### config.mk
export PLATFORM = sky130hd
export DESIGN_NAME = psd_sqrt
export DESIGN_NICKNAME = d
export VERILOG_FILES = /design/src/hdl/psd_pkg.sv /design/src/hdl/psd_sqrt.sv
export SDC_FILE = /design/constraint.sdc
export NUM_CORES = 2
export LEC_CHECK = 0
export ABC_AREA = 1
export BUFFER_PORTS_ARGS = -buffer_cell sky130_fd_sc_hd__buf_2
export CAP_MARGIN = 20
export CORE_ASPECT_RATIO = 1.5
export CORE_UTILIZATION = 59
export CTS_CLUSTER_DIAMETER = 150
export DETAILED_ROUTE_END_ITERATION = 7
export PLACE_DENSITY = 0.75
export SLEW_MARGIN = 10
export SYNTH_ARGS = -nofsm -noshare
export SYNTH_HDL_FRONTEND = slang
export SYNTH_SLANG_ARGS = --single-unit
### constraint.sdc
create_clock -name clock -period 3 [get_ports clock]
set_clock_uncertainty 0.2 [all_clocks]
set_input_delay 0.45 -clock clock [delete_from_list [all_inputs] [get_ports clock]]
set_output_delay 0.45 -clock clock [all_outputs]
set_load 0.005 [all_outputs]
### src/hdl/psd_pkg.sv
// ----------------------------------------------------------------------------
// psd_pkg
// shared widths, region codes and the side-band tag for the distance pipe
// ----------------------------------------------------------------------------
package psd_pkg;

   localparam int COORD_BITS = 16;
   localparam int FRAC_BITS  = 8;
   localparam int DIFF_W     = COORD_BITS + 1;
   localparam int PROD_W     = 2 * DIFF_W;
   localparam int SUM_W      = PROD_W + 1;
   localparam int LEN_W      = PROD_W;
   localparam int HALF_W     = LEN_W / 2;
   localparam int MAG_W      = 2 * LEN_W;
   localparam int DIST_W     = COORD_BITS + FRAC_BITS + 1;
   localparam int QUO_W      = 2 * DIST_W;
   localparam int SHIFT_W    = QUO_W - 2 * FRAC_BITS;
   localparam int ROOT_REM_W = DIST_W + 3;

   typedef enum logic [1:0] {
      REGION_PERP  = 2'd0,
      REGION_END   = 2'd1,
      REGION_START = 2'd2
   } region_type;

   typedef struct packed {
      region_type region;
      logic       degenerate;
   } tag_type;

endpackage

### src/hdl/psd_sqrt.sv
// ----------------------------------------------------------------------------
// psd_sqrt
// pipelined integer square root, one root bit per stage, floor result
// ----------------------------------------------------------------------------
module psd_sqrt
   import psd_pkg::*;
(
   input  logic                clock,
   input  logic                reset,
   input  logic                advance,
   input  logic                in_valid,
   input  logic [QUO_W-1:0]    in_rad,
   input  tag_type             in_tag,
   output logic                out_valid,
   output logic [DIST_W-1:0]   out_root,
   output tag_type             out_tag
);

   logic                  valid_ff [DIST_W];
   logic [ROOT_REM_W-1:0] rem_ff   [DIST_W];
   logic [QUO_W-1:0]      rad_ff   [DIST_W];
   logic [DIST_W-1:0]     root_ff  [DIST_W];
   tag_type               tag_ff   [DIST_W];

   logic                  valid_pv [DIST_W];
   logic [ROOT_REM_W-1:0] rem_pv   [DIST_W];
   logic [QUO_W-1:0]      rad_pv   [DIST_W];
   logic [DIST_W-1:0]     root_pv  [DIST_W];
   tag_type               tag_pv   [DIST_W];

   genvar i;
   generate
      for (i = 0; i < DIST_W; i++) begin : g_stage
         logic [ROOT_REM_W-1:0] shift_val;
         logic [ROOT_REM_W-1:0] trial;
         logic                  take;
         logic [ROOT_REM_W-1:0] rem_in;
         logic [QUO_W-1:0]      rad_in;
         logic [DIST_W-1:0]     root_in;

         if (i == 0) begin : g_first
            assign valid_pv[i] = in_valid;
            assign rem_pv[i]   = '0;
            assign rad_pv[i]   = in_rad;
            assign root_pv[i]  = '0;
            assign tag_pv[i]   = in_tag;
         end else begin : g_next
            assign valid_pv[i] = valid_ff[i-1];
            assign rem_pv[i]   = rem_ff[i-1];
            assign rad_pv[i]   = rad_ff[i-1];
            assign root_pv[i]  = root_ff[i-1];
            assign tag_pv[i]   = tag_ff[i-1];
         end

         always_comb begin
            shift_val = {rem_pv[i][ROOT_REM_W-3:0], rad_pv[i][QUO_W-1:QUO_W-2]};
            trial     = ROOT_REM_W'({root_pv[i], 2'b01});
            take      = shift_val >= trial;
            rem_in    = take ? (shift_val - trial) : shift_val;
            rad_in    = {rad_pv[i][QUO_W-3:0], 2'b00};
            root_in   = {root_pv[i][DIST_W-2:0], take};
         end

         always_ff @(posedge clock) begin
            if (reset) begin
               valid_ff[i] <= 1'b0;
            end else if (advance) begin
               valid_ff[i] <= valid_pv[i];
            end
            if (advance) begin
               rem_ff[i]  <= rem_in;
               rad_ff[i]  <= rad_in;
               root_ff[i] <= root_in;
               tag_ff[i]  <= tag_pv[i];
            end
         end
      end
   endgenerate

   assign out_valid = valid_ff[DIST_W-1];
   assign out_root  = root_ff[DIST_W-1];
   assign out_tag   = tag_ff[DIST_W-1];

endmodule

==> reports/metrics.yaml <==
setup_path:
  required_ns: 3.28
  critical_path.max_fanout: 11
  startpoint_type: "flip-flop"
  crit_path_end_kind: "flip-flop"
  critical_path_class: "flip-flop to flip-flop"
  critPathArrivalTime_ns: 3.12
  critPathLaunch: "root_ff[0][354]"
  worst_r2r_path_depth: 13
  worstReg2RegEnd: "rem_ff[1][204]"
  r2r_start: "root_ff[0][354]"
  rrSetupSlack_ns: 0.16
min_path:
  hold_class: "input pin to flip-flop"
  min-delay-start: "in_rad[32]"
  min_to: "rad_ff[0][32]"
  min_path_cells: 2
floorplan:
  die_w_um: 314
  rows: 171
  core-area_sq_um: 145000
  dieArea_sq_um: 147000
  ios: 86
  start_util_pct: 59.4
  die_h_um: 469
sta:
  slew_headroom_pct: 47.8
  hold_viol: 0
  holdWs_ns: 0.136
  layout_setup_ws_ns: 0.161
  setup_violations: 0
  post-route-min-period_ns: 2.84
  rsz0062_at_grt: "no"
  finalCritPeriodShare_pct: 94.6
  drv_slew: 0
  tightestPinTransition_ns: 0.780
  finalSetupTns_ns: 0
  max_freq_mhz: 352
synthesis:
  synthFlopType: "edfxtp_1"
  yosys-top-cells-area: "edfxtp_1 56%, nand2_1 13%, inv_1 7.3%"
  syn_nets: 9889
  ys_seq_area_share_pct: 56.4
  yosys.cell_types.count: 57
  synth_edf_count: 1614
  synth_cells: 9480
  syn-cell-area_sq_um: 85900
  async_flop_share_pct: 0
  yosys_warnings: 0
  synth-seq-cells: 1614
  netlist.area_leader.share_pct: 56.4
  syn_area_per_cell_sq_um: 9.06
  synth_largest_area_cell: "edfxtp_1"
placed_design:
  dpl.cell_count: 11500
  dp_slack_ns: 0.199
  place.gp.congestion: 0.982
  placed_area_sq_um: 89600
  port_buffers: 85
  hpwl_um: 175000
clock_tree:
  cts-root-buf: "clkbuf_16"
  clockBufferDepth: 3
  cts.sinks: 1614
  h-tree-depth: 4
  clock_latency_ns: 0.83
  clk_pin_slew_ns: 0.06
  cts_made_buffers: 152
  cts_tree: "yes"
global_route:
  grt_pass1_wl_um: 349000
  grt_pass1_vias: 64100
  grt_max_degree: 112
  gr-total-overflow: 0
  antenna_found_initial: 3
  grt_usage_pct: 31.2
finish:
  num-fill-cells: 11800
  syn2layout_area_growth_pct: 10.8
  drive_gt1_share_pct: 6.67
  fin_area_sq_um: 95200
  final_nets: 10300
  layoutNonFillerInstCount: 11900
power_and_ir_drop:
  ir_drop_mv: 0.677
  power.density_nw_per_um2: 652
  leakage_nw: 42.6
routing:
  wl_um: 228000
  drt_iter0_drc: 4360
  drt-vias-per-instance: 5.33
  drtAntennaViolNets: 0
  vias: 63400
  post_drt_wl_per_cell_um: 19.2
  firstDrtPassIters: 8
  drc: 0
run_status:
  status: "finished clean"
run:
  maxCapViolations: 0
critical path, cell delays in order, from the launching register on:
cell and delay, ns:
edfxtp_1 0.56, inv_1 0.08, ha_1 0.35, nand2_1 0.14
inv_1 0.06, a21oi_1 0.16, nand2_2 0.12, nand2_1 0.10
nand2_1 0.10, nand2_2 0.10, nand2_2 0.08, buf_4 0.19
nand2_1 0.07, nand2_1 0.22
synthesized netlist by cell type (14+ instances only):
library cell,count
o21bai_1,16
nor2_1,781
o21ai_0,186
nand2_2,34
edfxtp_1,1614
o21ai_1,82
nor3_1,71
or2_2,14
a21oi_1,317
inv_2,25
buf_2,16
a21oi_2,33
xor2_1,119
nand2_1,3020
nand3b_1,78
buf_4,34
nand4_1,157
ha_1,352
xnor2_1,130
inv_1,1666
nor2_2,35
nand3_1,547
o21ai_2,18
buf_6,24
layout by cell type, fill, tap and decap left out, drive strengths merged, types with 179 or more instances in the layout:
master  count
nor2      830
ha        352
nand2    3055
clkbuf    179
a21oi     350
nand3     561
buf       237
edfxtp   1614
inv      1705
o21ai     286
metrics by stage:
step	total power, mW	utilization (%)
after floorplan	37.8	-
after global placement	42.5	61.9
after detailed placement	42.7	61.9
after CTS	62.2	65.8
after global routing	64.9	65.8
final	62.1	65.8
how the worst max path moves through the flow:
stage | endpoint | slack (ns)
global route | rem_ff[1][204] | 0.007
floorplan | rem_ff[1][42] | 0.77
CTS | rem_ff[1][204] | 0.19
finish | rem_ff[1][204] | 0.16
global placement | rem_ff[1][204] | 0.16
detailed placement | rem_ff[1][204] | 0.20
cell type report:
class	instances	area [sq um]	area share, %
clock inverter	101	1100	1.16
sequential	1614	48500	50.9
antenna	3	7.51	0.00789
clock buffer	179	3910	4.10
tap	1903	2380	2.50
timing repair buffer	293	2500	2.63
inverter	1696	6380	6.70
multi-input combinational	6093	30400	32.0
per-layer routing:
layer,share of wire (%),track usage (%)
met3,3.6,3.42
met1,35,31.1
met4,8.2,22.9
met2,54,58.9
met5,0,0
state kept, by name, summed over array words and instances (netlist names):
name	cells
rad_ff	600
rem_ff	589
root_ff	325
tag_ff	75
valid_ff	25
logic make-up after synthesis:
group           synth area share (%)
buf+inv                         8.14
simple gates                    23.4
xor+xnor                        2.54
fa+ha+maj                       5.13
flops                           56.4
other cells                  0.00437
compound gates                  4.34
where the power goes:
part	switching, mW	internal (mW)	leakage [nW]
clock network	8.84	10.6	2.40
logic	8.73	4.36	24.7
registers	1.77	27.7	15.5
repair_timing:
item | in CTS | in global routing
gates resized for setup | 0 | 0
hold buffers | 56 | 0
hold endpoints to repair | 80 | 0
endpoints found under the setup margin | 0 | 3
buffers inserted | 0 | 2
Power figures use the tool's default switching activity.
